===== src/rtl/core/mlnp_pkg.sv =====
package mlnp_pkg;

    localparam int STACK_DEPTH_DEF = 16;
    localparam int NOTE_W          = 7;
    localparam int ENV_W           = 2;

    localparam logic REQ_NOTE_ON  = 1'b0;
    localparam logic REQ_NOTE_OFF = 1'b1;

    localparam logic [ENV_W-1:0] ENV_NONE    = 2'd0;
    localparam logic [ENV_W-1:0] ENV_ATTACK  = 2'd1;
    localparam logic [ENV_W-1:0] ENV_RELEASE = 2'd2;

    typedef logic [NOTE_W-1:0] t_note;

endpackage


===== src/rtl/core/mlnp_if.sv =====
interface mlnp_req_if import mlnp_pkg::*; ();
    logic  valid;
    logic  ready;
    logic  req_type;
    t_note note_number;

    modport source (output valid, output req_type, output note_number, input ready);
    modport sink   (input valid, input req_type, input note_number, output ready);
endinterface

interface mlnp_res_if import mlnp_pkg::*; ();
    logic             valid;
    logic             ready;
    t_note            current_note;
    logic             note_active;
    logic             pitch_update;
    logic [ENV_W-1:0] envelope_cmd;

    modport source (output valid, output current_note, output note_active,
                    output pitch_update, output envelope_cmd, input ready);
    modport sink   (input valid, input current_note, input note_active,
                    input pitch_update, input envelope_cmd, output ready);
endinterface


===== src/rtl/core/mlnp_ram.sv =====
module mlnp_ram import mlnp_pkg::*; #(
    parameter int STACK_DEPTH = STACK_DEPTH_DEF,
    parameter int IDX_W       = $clog2(STACK_DEPTH)
) (
    input  logic             i_clk,
    input  logic             i_we,
    input  logic [IDX_W-1:0] i_waddr,
    input  t_note            i_wdata,
    input  logic [IDX_W-1:0] i_raddr,
    output t_note            o_rdata
);

    t_note r_mem [STACK_DEPTH];
    t_note r_rdata;

    always_ff @(posedge i_clk) begin
        if (i_we) begin
            r_mem[i_waddr] <= i_wdata;
        end
        r_rdata <= r_mem[i_raddr];
    end

    assign o_rdata = r_rdata;

endmodule


===== src/rtl/core/mono_last_note_priority.sv =====
// A note-on of a new note to a full stack is searched and shifted; each entry costs a
// read and a compare, or a read and a write. Events are taken one at a time: the next
// is accepted in the cycle after the result is registered, and a result still waiting
// for transfer holds the sequencer.
// Reset (synchronous, active low) empties the stack and silences the voice.
module mono_last_note_priority import mlnp_pkg::*; #(
    parameter int STACK_DEPTH = STACK_DEPTH_DEF
) (
    input  logic      i_clk,
    input  logic      i_rst_n,
    mlnp_req_if.sink  i_req,
    mlnp_res_if.source o_res
);

    localparam int IDX_W = $clog2(STACK_DEPTH);
    localparam int CNT_W = $clog2(STACK_DEPTH + 1);

    typedef enum logic [3:0] {
        ST_IDLE,
        ST_SRCH_RD,
        ST_SRCH_CMP,
        ST_SH_RD,
        ST_SH_WR,
        ST_APPEND,
        ST_DECIDE,
        ST_TOP_GET,
        ST_EMIT
    } t_state;

    t_state           r_state,     n_state;
    logic [CNT_W-1:0] r_idx,       n_idx;
    logic [CNT_W-1:0] r_count,     n_count;
    t_note            r_snd,       n_snd;
    logic             r_snd_valid, n_snd_valid;
    logic             r_type,      n_type;
    t_note            r_note,      n_note;
    logic             r_pitch,     n_pitch;
    logic [ENV_W-1:0] r_env,       n_env;
    logic             r_out_valid, n_out_valid;
    t_note            r_out_note,  n_out_note;
    logic             r_out_act,   n_out_act;
    logic             r_out_pitch, n_out_pitch;
    logic [ENV_W-1:0] r_out_env,   n_out_env;

    logic             ram_we;
    logic [IDX_W-1:0] ram_waddr;
    t_note            ram_wdata;
    logic [IDX_W-1:0] ram_raddr;
    t_note            ram_rdata;
    logic [CNT_W-1:0] idx_next;
    logic             is_sounding;

    mlnp_ram #(
        .STACK_DEPTH (STACK_DEPTH),
        .IDX_W       (IDX_W)
    ) u_ram (
        .i_clk   (i_clk),
        .i_we    (ram_we),
        .i_waddr (ram_waddr),
        .i_wdata (ram_wdata),
        .i_raddr (ram_raddr),
        .o_rdata (ram_rdata)
    );

    assign idx_next    = r_idx + CNT_W'(1);
    assign is_sounding = r_snd_valid && (r_snd == r_note);

    always_comb begin
        n_state     = r_state;
        n_idx       = r_idx;
        n_count     = r_count;
        n_snd       = r_snd;
        n_snd_valid = r_snd_valid;
        n_type      = r_type;
        n_note      = r_note;
        n_pitch     = r_pitch;
        n_env       = r_env;
        n_out_valid = r_out_valid && !o_res.ready;
        n_out_note  = r_out_note;
        n_out_act   = r_out_act;
        n_out_pitch = r_out_pitch;
        n_out_env   = r_out_env;
        ram_we      = 1'b0;
        ram_waddr   = r_idx[IDX_W-1:0];
        ram_wdata   = ram_rdata;
        ram_raddr   = r_idx[IDX_W-1:0];

        case (r_state)
            ST_IDLE: begin
                if (i_req.valid) begin
                    n_type  = i_req.req_type;
                    n_note  = i_req.note_number;
                    n_idx   = '0;
                    n_pitch = 1'b0;
                    n_env   = ENV_NONE;
                    n_state = ST_SRCH_RD;
                end
            end
            ST_SRCH_RD: begin
                if (r_idx == r_count) begin
                    // not held
                    if (r_type == REQ_NOTE_ON) begin
                        if (r_count == CNT_W'(STACK_DEPTH)) begin
                            // drop the oldest entry first
                            n_idx   = '0;
                            n_state = ST_SH_RD;
                        end else begin
                            n_state = ST_APPEND;
                        end
                    end else begin
                        n_state = ST_DECIDE;
                    end
                end else begin
                    n_state = ST_SRCH_CMP;
                end
            end
            ST_SRCH_CMP: begin
                if (ram_rdata == r_note) begin
                    n_state = (r_type == REQ_NOTE_ON) ? ST_DECIDE : ST_SH_RD;
                end else begin
                    n_idx   = idx_next;
                    n_state = ST_SRCH_RD;
                end
            end
            ST_SH_RD: begin
                ram_raddr = idx_next[IDX_W-1:0];
                if (idx_next >= r_count) begin
                    n_count = r_count - CNT_W'(1);
                    n_state = (r_type == REQ_NOTE_ON) ? ST_APPEND : ST_DECIDE;
                end else begin
                    n_state = ST_SH_WR;
                end
            end
            ST_SH_WR: begin
                ram_we    = 1'b1;
                ram_waddr = r_idx[IDX_W-1:0];
                ram_wdata = ram_rdata;
                n_idx     = idx_next;
                n_state   = ST_SH_RD;
            end
            ST_APPEND: begin
                ram_we    = 1'b1;
                ram_waddr = r_count[IDX_W-1:0];
                ram_wdata = r_note;
                n_count   = r_count + CNT_W'(1);
                n_state   = ST_DECIDE;
            end
            ST_DECIDE: begin
                ram_raddr = IDX_W'(r_count - CNT_W'(1));
                n_state   = ST_EMIT;
                if (r_type == REQ_NOTE_ON) begin
                    n_pitch = 1'b1;
                    if (!is_sounding) begin
                        n_snd       = r_note;
                        n_snd_valid = 1'b1;
                        if (r_count == CNT_W'(1)) begin
                            n_env = ENV_ATTACK;
                        end
                    end
                end else if (is_sounding) begin
                    if (r_count != '0) begin
                        // hand over to the most recent held note
                        n_state = ST_TOP_GET;
                    end else begin
                        n_env       = ENV_RELEASE;
                        n_snd_valid = 1'b0;
                        n_snd       = '0;
                    end
                end
            end
            ST_TOP_GET: begin
                n_snd   = ram_rdata;
                n_pitch = 1'b1;
                n_state = ST_EMIT;
            end
            ST_EMIT: begin
                if (!r_out_valid || o_res.ready) begin
                    n_out_valid = 1'b1;
                    n_out_note  = r_snd_valid ? r_snd : '0;
                    n_out_act   = r_snd_valid;
                    n_out_pitch = r_pitch;
                    n_out_env   = r_env;
                    n_state     = ST_IDLE;
                end
            end
            default: begin
                n_state = ST_IDLE;
            end
        endcase
    end

    always_ff @(posedge i_clk) begin
        if (!i_rst_n) begin
            r_state     <= ST_IDLE;
            r_count     <= '0;
            r_snd       <= '0;
            r_snd_valid <= 1'b0;
            r_out_valid <= 1'b0;
        end else begin
            r_state     <= n_state;
            r_count     <= n_count;
            r_snd       <= n_snd;
            r_snd_valid <= n_snd_valid;
            r_out_valid <= n_out_valid;
        end
        r_idx       <= n_idx;
        r_type      <= n_type;
        r_note      <= n_note;
        r_pitch     <= n_pitch;
        r_env       <= n_env;
        r_out_note  <= n_out_note;
        r_out_act   <= n_out_act;
        r_out_pitch <= n_out_pitch;
        r_out_env   <= n_out_env;
    end

    assign i_req.ready        = (r_state == ST_IDLE);
    assign o_res.valid        = r_out_valid;
    assign o_res.current_note = r_out_note;
    assign o_res.note_active  = r_out_act;
    assign o_res.pitch_update = r_out_pitch;
    assign o_res.envelope_cmd = r_out_env;

endmodule


===== src/flat_wrapper.sv =====
// flat-port wrapper written by rule: the top's interface ports become plain ports
module mono_last_note_priority_flat import mlnp_pkg::*;
#(
    parameter int STACK_DEPTH = STACK_DEPTH_DEF
)
  (i_clk, i_rst_n, i_req_valid, i_req_req_type, i_req_note_number, i_req_ready, o_res_valid, o_res_current_note, o_res_note_active, o_res_pitch_update, o_res_envelope_cmd, o_res_ready);
  mlnp_req_if i_req_i ();
  mlnp_res_if o_res_i ();
  input  logic i_clk;
  input  logic i_rst_n;
  input wire logic [$bits(i_req_i.valid)-1:0] i_req_valid;
  input wire logic [$bits(i_req_i.req_type)-1:0] i_req_req_type;
  input wire logic [$bits(i_req_i.note_number)-1:0] i_req_note_number;
  output wire logic [$bits(i_req_i.ready)-1:0] i_req_ready;
  output wire logic [$bits(o_res_i.valid)-1:0] o_res_valid;
  output wire logic [$bits(o_res_i.current_note)-1:0] o_res_current_note;
  output wire logic [$bits(o_res_i.note_active)-1:0] o_res_note_active;
  output wire logic [$bits(o_res_i.pitch_update)-1:0] o_res_pitch_update;
  output wire logic [$bits(o_res_i.envelope_cmd)-1:0] o_res_envelope_cmd;
  input wire logic [$bits(o_res_i.ready)-1:0] o_res_ready;
  assign i_req_i.valid = i_req_valid;
  assign i_req_i.req_type = i_req_req_type;
  assign i_req_i.note_number = i_req_note_number;
  assign i_req_ready = i_req_i.ready;
  assign o_res_valid = o_res_i.valid;
  assign o_res_current_note = o_res_i.current_note;
  assign o_res_note_active = o_res_i.note_active;
  assign o_res_pitch_update = o_res_i.pitch_update;
  assign o_res_envelope_cmd = o_res_i.envelope_cmd;
  assign o_res_i.ready = o_res_ready;
  mono_last_note_priority #(.STACK_DEPTH(STACK_DEPTH)) u_core (.i_clk(i_clk), .i_rst_n(i_rst_n), .i_req(i_req_i), .o_res(o_res_i));
endmodule

===== config.mk =====
export PLATFORM = sky130hd
export DESIGN_NAME = mono_last_note_priority_flat
export DESIGN_NICKNAME = d
export VERILOG_FILES = /design/src/rtl/core/mlnp_pkg.sv /design/src/rtl/core/mlnp_if.sv /design/src/rtl/core/mlnp_ram.sv /design/src/rtl/core/mono_last_note_priority.sv /design/src/flat_wrapper.sv
export SDC_FILE = /design/constraint.sdc
export NUM_CORES = 1
export LEC_CHECK = 0
export BUFFER_PORTS_ARGS = -buffer_cell sky130_fd_sc_hd__buf_2
export CELL_PAD_IN_SITES_DETAIL_PLACEMENT = 0
export CELL_PAD_IN_SITES_GLOBAL_PLACEMENT = 2
export CORE_ASPECT_RATIO = 0.5
export CORE_MARGIN = 2
export CORE_UTILIZATION = 30
export CTS_CLUSTER_SIZE = 40
export DETAILED_ROUTE_END_ITERATION = 8
export PLACE_DENSITY = 0.67
export SYNTH_ARGS = -nofsm -noshare
export SYNTH_HDL_FRONTEND = slang
export SYNTH_SLANG_ARGS = --single-unit

===== constraint.sdc =====
create_clock -name i_clk -period 3.05 [get_ports i_clk]
set_input_delay 0.1525 -clock i_clk [delete_from_list [all_inputs] [get_ports i_clk]]
set_output_delay 0.1525 -clock i_clk [all_outputs]
set_load 0.05 [all_outputs]

==> out/qor.csv <==
metric,value,unit
io_pins,25,
numCtsBuffers,17,
critical-path-max-stage-delay,480,ps
clock_latency,440,ps
avgViaCountPerCell,4.871,
r2r-end,u_core.u_ram.o_rdata[1],
gp_congestion,0.7980,
cts_root_buffer,clkbuf_16,
synth_edf_count,139,
r2r_slack,580,ps
status,finished clean,
power.leakage,3.080,nW
cellPowerDensity,779.3,nW/µm²
crit_arrival,2850,ps
cts.sinks,164,
grt_pass1_wl,29530,µm
synth_cell_types,63,
grt_util_all_layers,15.32,%
peakVddDrop,344.9,µV
hold_end,u_core.o_res.valid,
crit_buf_inv,1,
avgSynthCellArea,12.15,µm²
fmax,404.1,MHz
ys_ff_latch,164,
synth-main-ff-cell,edfxtp_1,
synthTopCellsByArea,"edfxtp_1 56%, dfxtp_1 6.7%, nand2_1 4.8%, nor2_1 2.3%, a21oi_1 2.1%",
n_antenna_cell,0,
first_iter_violations,393,
fin_crit,2475,ps
ys_warn_count,0,
drc,0,
yosysTopAreaCellShare,55.84,%
via_count,4959,
min_path_cells,3,
dieArea,26270,µm²
grt_max_degree,57,
critPathTopFamily,compound AO/OA/AOI/OAI gates,
start_kind,flop,
rows,40,
critPathSlowestCell,dfxtp_1,
synthesis.nets,636,
initial_core_util,30.86,%
dp_slack,583.0,ps
drv_cap,0,
syn-instance-count,615,
setup_violations,0,
yosysSeqAreaShare,62.54,%
die_w,227.2,µm
syn2layout_area_growth,17.91,%
worstPathRequired,3420,ps
rsz0062_at_grt,false,
drtAntennaViolNets,0,
final_max_slew_viol_count,0,
finalClockSkew,10.01,ps
clk_pin_slew,70,ps
drt-wirelength-per-cell,18.94,µm
slew_headroom,35.72,%
crit_start,u_core.r_state[1],
p_total,0.006869,W
worst_pin_slew,954.0,ps
port_buffers,24,
synthesis.area,7475,µm²
worst_slack,575.4,ps
min_path_type,in -> reg,
nets,690,
wl,19280,µm
drive_above_1_share,17.60,%
grt_overflow,0,
fp.dieH,115.6,µm
worstRegToRegCells,8,
h-tree-depth,4,
dr.pass1.iters,5,
period_share,81.13,%
antenna_found_initial,0,
critPathMostFrequentCell,nand2_1,
hpwl,12710,µm
grt_pass1_vias,4894,
setup_tns,0,ps
critPathKind,reg -> reg,
cts_tree,built,
synth.most_common_cell,edfxtp_1,
endpoint_kind,flop,
clock_path_buffers,2,
worstPathMaxFanout,56,
synthArstFlopShare,0,%
yosys-top-cells-count,"139 x edfxtp_1, 96 x nand2_1, 46 x nor2_1",
hold_violations,0,
coreArea,24220,µm²
timing.rr.start,u_core.r_state[1],
worstHoldStart,o_res_ready,
yosysTopAreaCell,edfxtp_1,
cp_cell_sequence,nor2b_4 > nand2_1 > a22oi_2 > buf_12 > nand2_1 > a32o_1 > o22ai_1 > a221o_1,
-- cells in the final DEF (no fill, tap or decap), types with 15 or more instances in the layout --
cell type	n
buf_2	24
xnor2_1	15
nor2_1	46
dfxtp_1	25
clkbuf_16	17
a21oi_1	31
edfxtp_1	139
nor3_1	15
nand2_1	96
buf_4	38
-- power breakdown --
| group | internal [W] | switching [W] | leakage, nW |
|---|---|---|---|
| Sequential | 0.00277 | 0.000158 | 1.48 |
| Combinational | 0.000573 | 0.00107 | 1.30 |
| Clock | 0.00131 | 0.000978 | 0.303 |
| Total | 0.00466 | 0.00221 | 3.08 |
-- layer usage --
| metal | GRT usage (%) | wire, µm |
|---|---|---|
| met2 | 23.41 | 8475 |
| met3 | 3.981 | 862 |
| met4 | 4.619 | 225 |
| met1 | 21.43 | 9714 |
| met5 | 0 | 0 |
-- tightest hold or removal path, cell delays in order --
cell	delay (ps)
buf_2	70
nand2b_1	130
a21oi_1	80
-- registers in the layout, indices dropped and copies added, names as in the netlist, 2 cells and up --
register                   flops
u_core.u_ram.o_rdata           7
u_core.r_idx                   5
u_core.r_env                   2
u_core.r_snd                   7
u_core.o_res.envelope_cmd      2
u_core.r_note                  7
u_core.r_state                 4
u_core.u_ram.r_mem           112
u_core.o_res.current_note      7
u_core.r_count                 5
-- stage by stage --
stage | util [%] | hold slack [ps] | instance area, µm² | cells
after floorplan | - | 251.4 | 7481 | 615
after global placement | 33.48 | 333.8 | 8110 | 978
after detailed placement | 33.48 | 335.0 | 8110 | 978
after CTS | 36.38 | 40.80 | 8813 | 1018
after global routing | 36.38 | 44.21 | 8813 | 1018
final | 36.38 | 41.47 | 8813 | 1018
-- logic make-up (layout without fill, tap and decap cells) --
| logic type | after synthesis | in the layout | synth area share, % |
|---|---|---|---|
| AND/OR/NAND/NOR | 225 | 225 | 14.30 |
| adder cells (fa/ha/maj) | 9 | 9 | 1.507 |
| AO/OA/AOI/OAI | 128 | 128 | 12.64 |
| flip-flops | 164 | 164 | 62.54 |
| XOR/XNOR | 28 | 28 | 3.281 |
| multiplexers | 12 | 12 | 1.724 |
| buffers and inverters | 49 | 116 | 4.018 |
-- worst max path at each step --
stage	end	slack, ps	cells after the start
finish	u_core.u_ram.o_rdata[1]	580	8
global route	u_core.u_ram.o_rdata[4]	420	9
CTS	u_core.u_ram.o_rdata[1]	570	8
detailed placement	u_core.u_ram.o_rdata[0]	580	8
global placement	u_core.u_ram.o_rdata[1]	600	8
floorplan	u_core.r_env[0]	640	6
-- final cells by class --
type                    count  area [µm²]
well taps                 336       420.4
clock inverters            15       197.7
flip-flops and latches    164        4674
inverters                  11       41.29
repair buffers             73       545.5
fillers                  2378       15410
clock buffers              17       425.4
multi-input cells         402        2509
-- timing repair --
action                     4_1_cts  5_1_grt
setup endpoints to repair        0        0
hold endpoints to repair         8        0
buffers inserted                 0        0
hold buffers                     8        0
resized for setup                0        0
No activity file was read; power rests on OpenSTA's default activity.
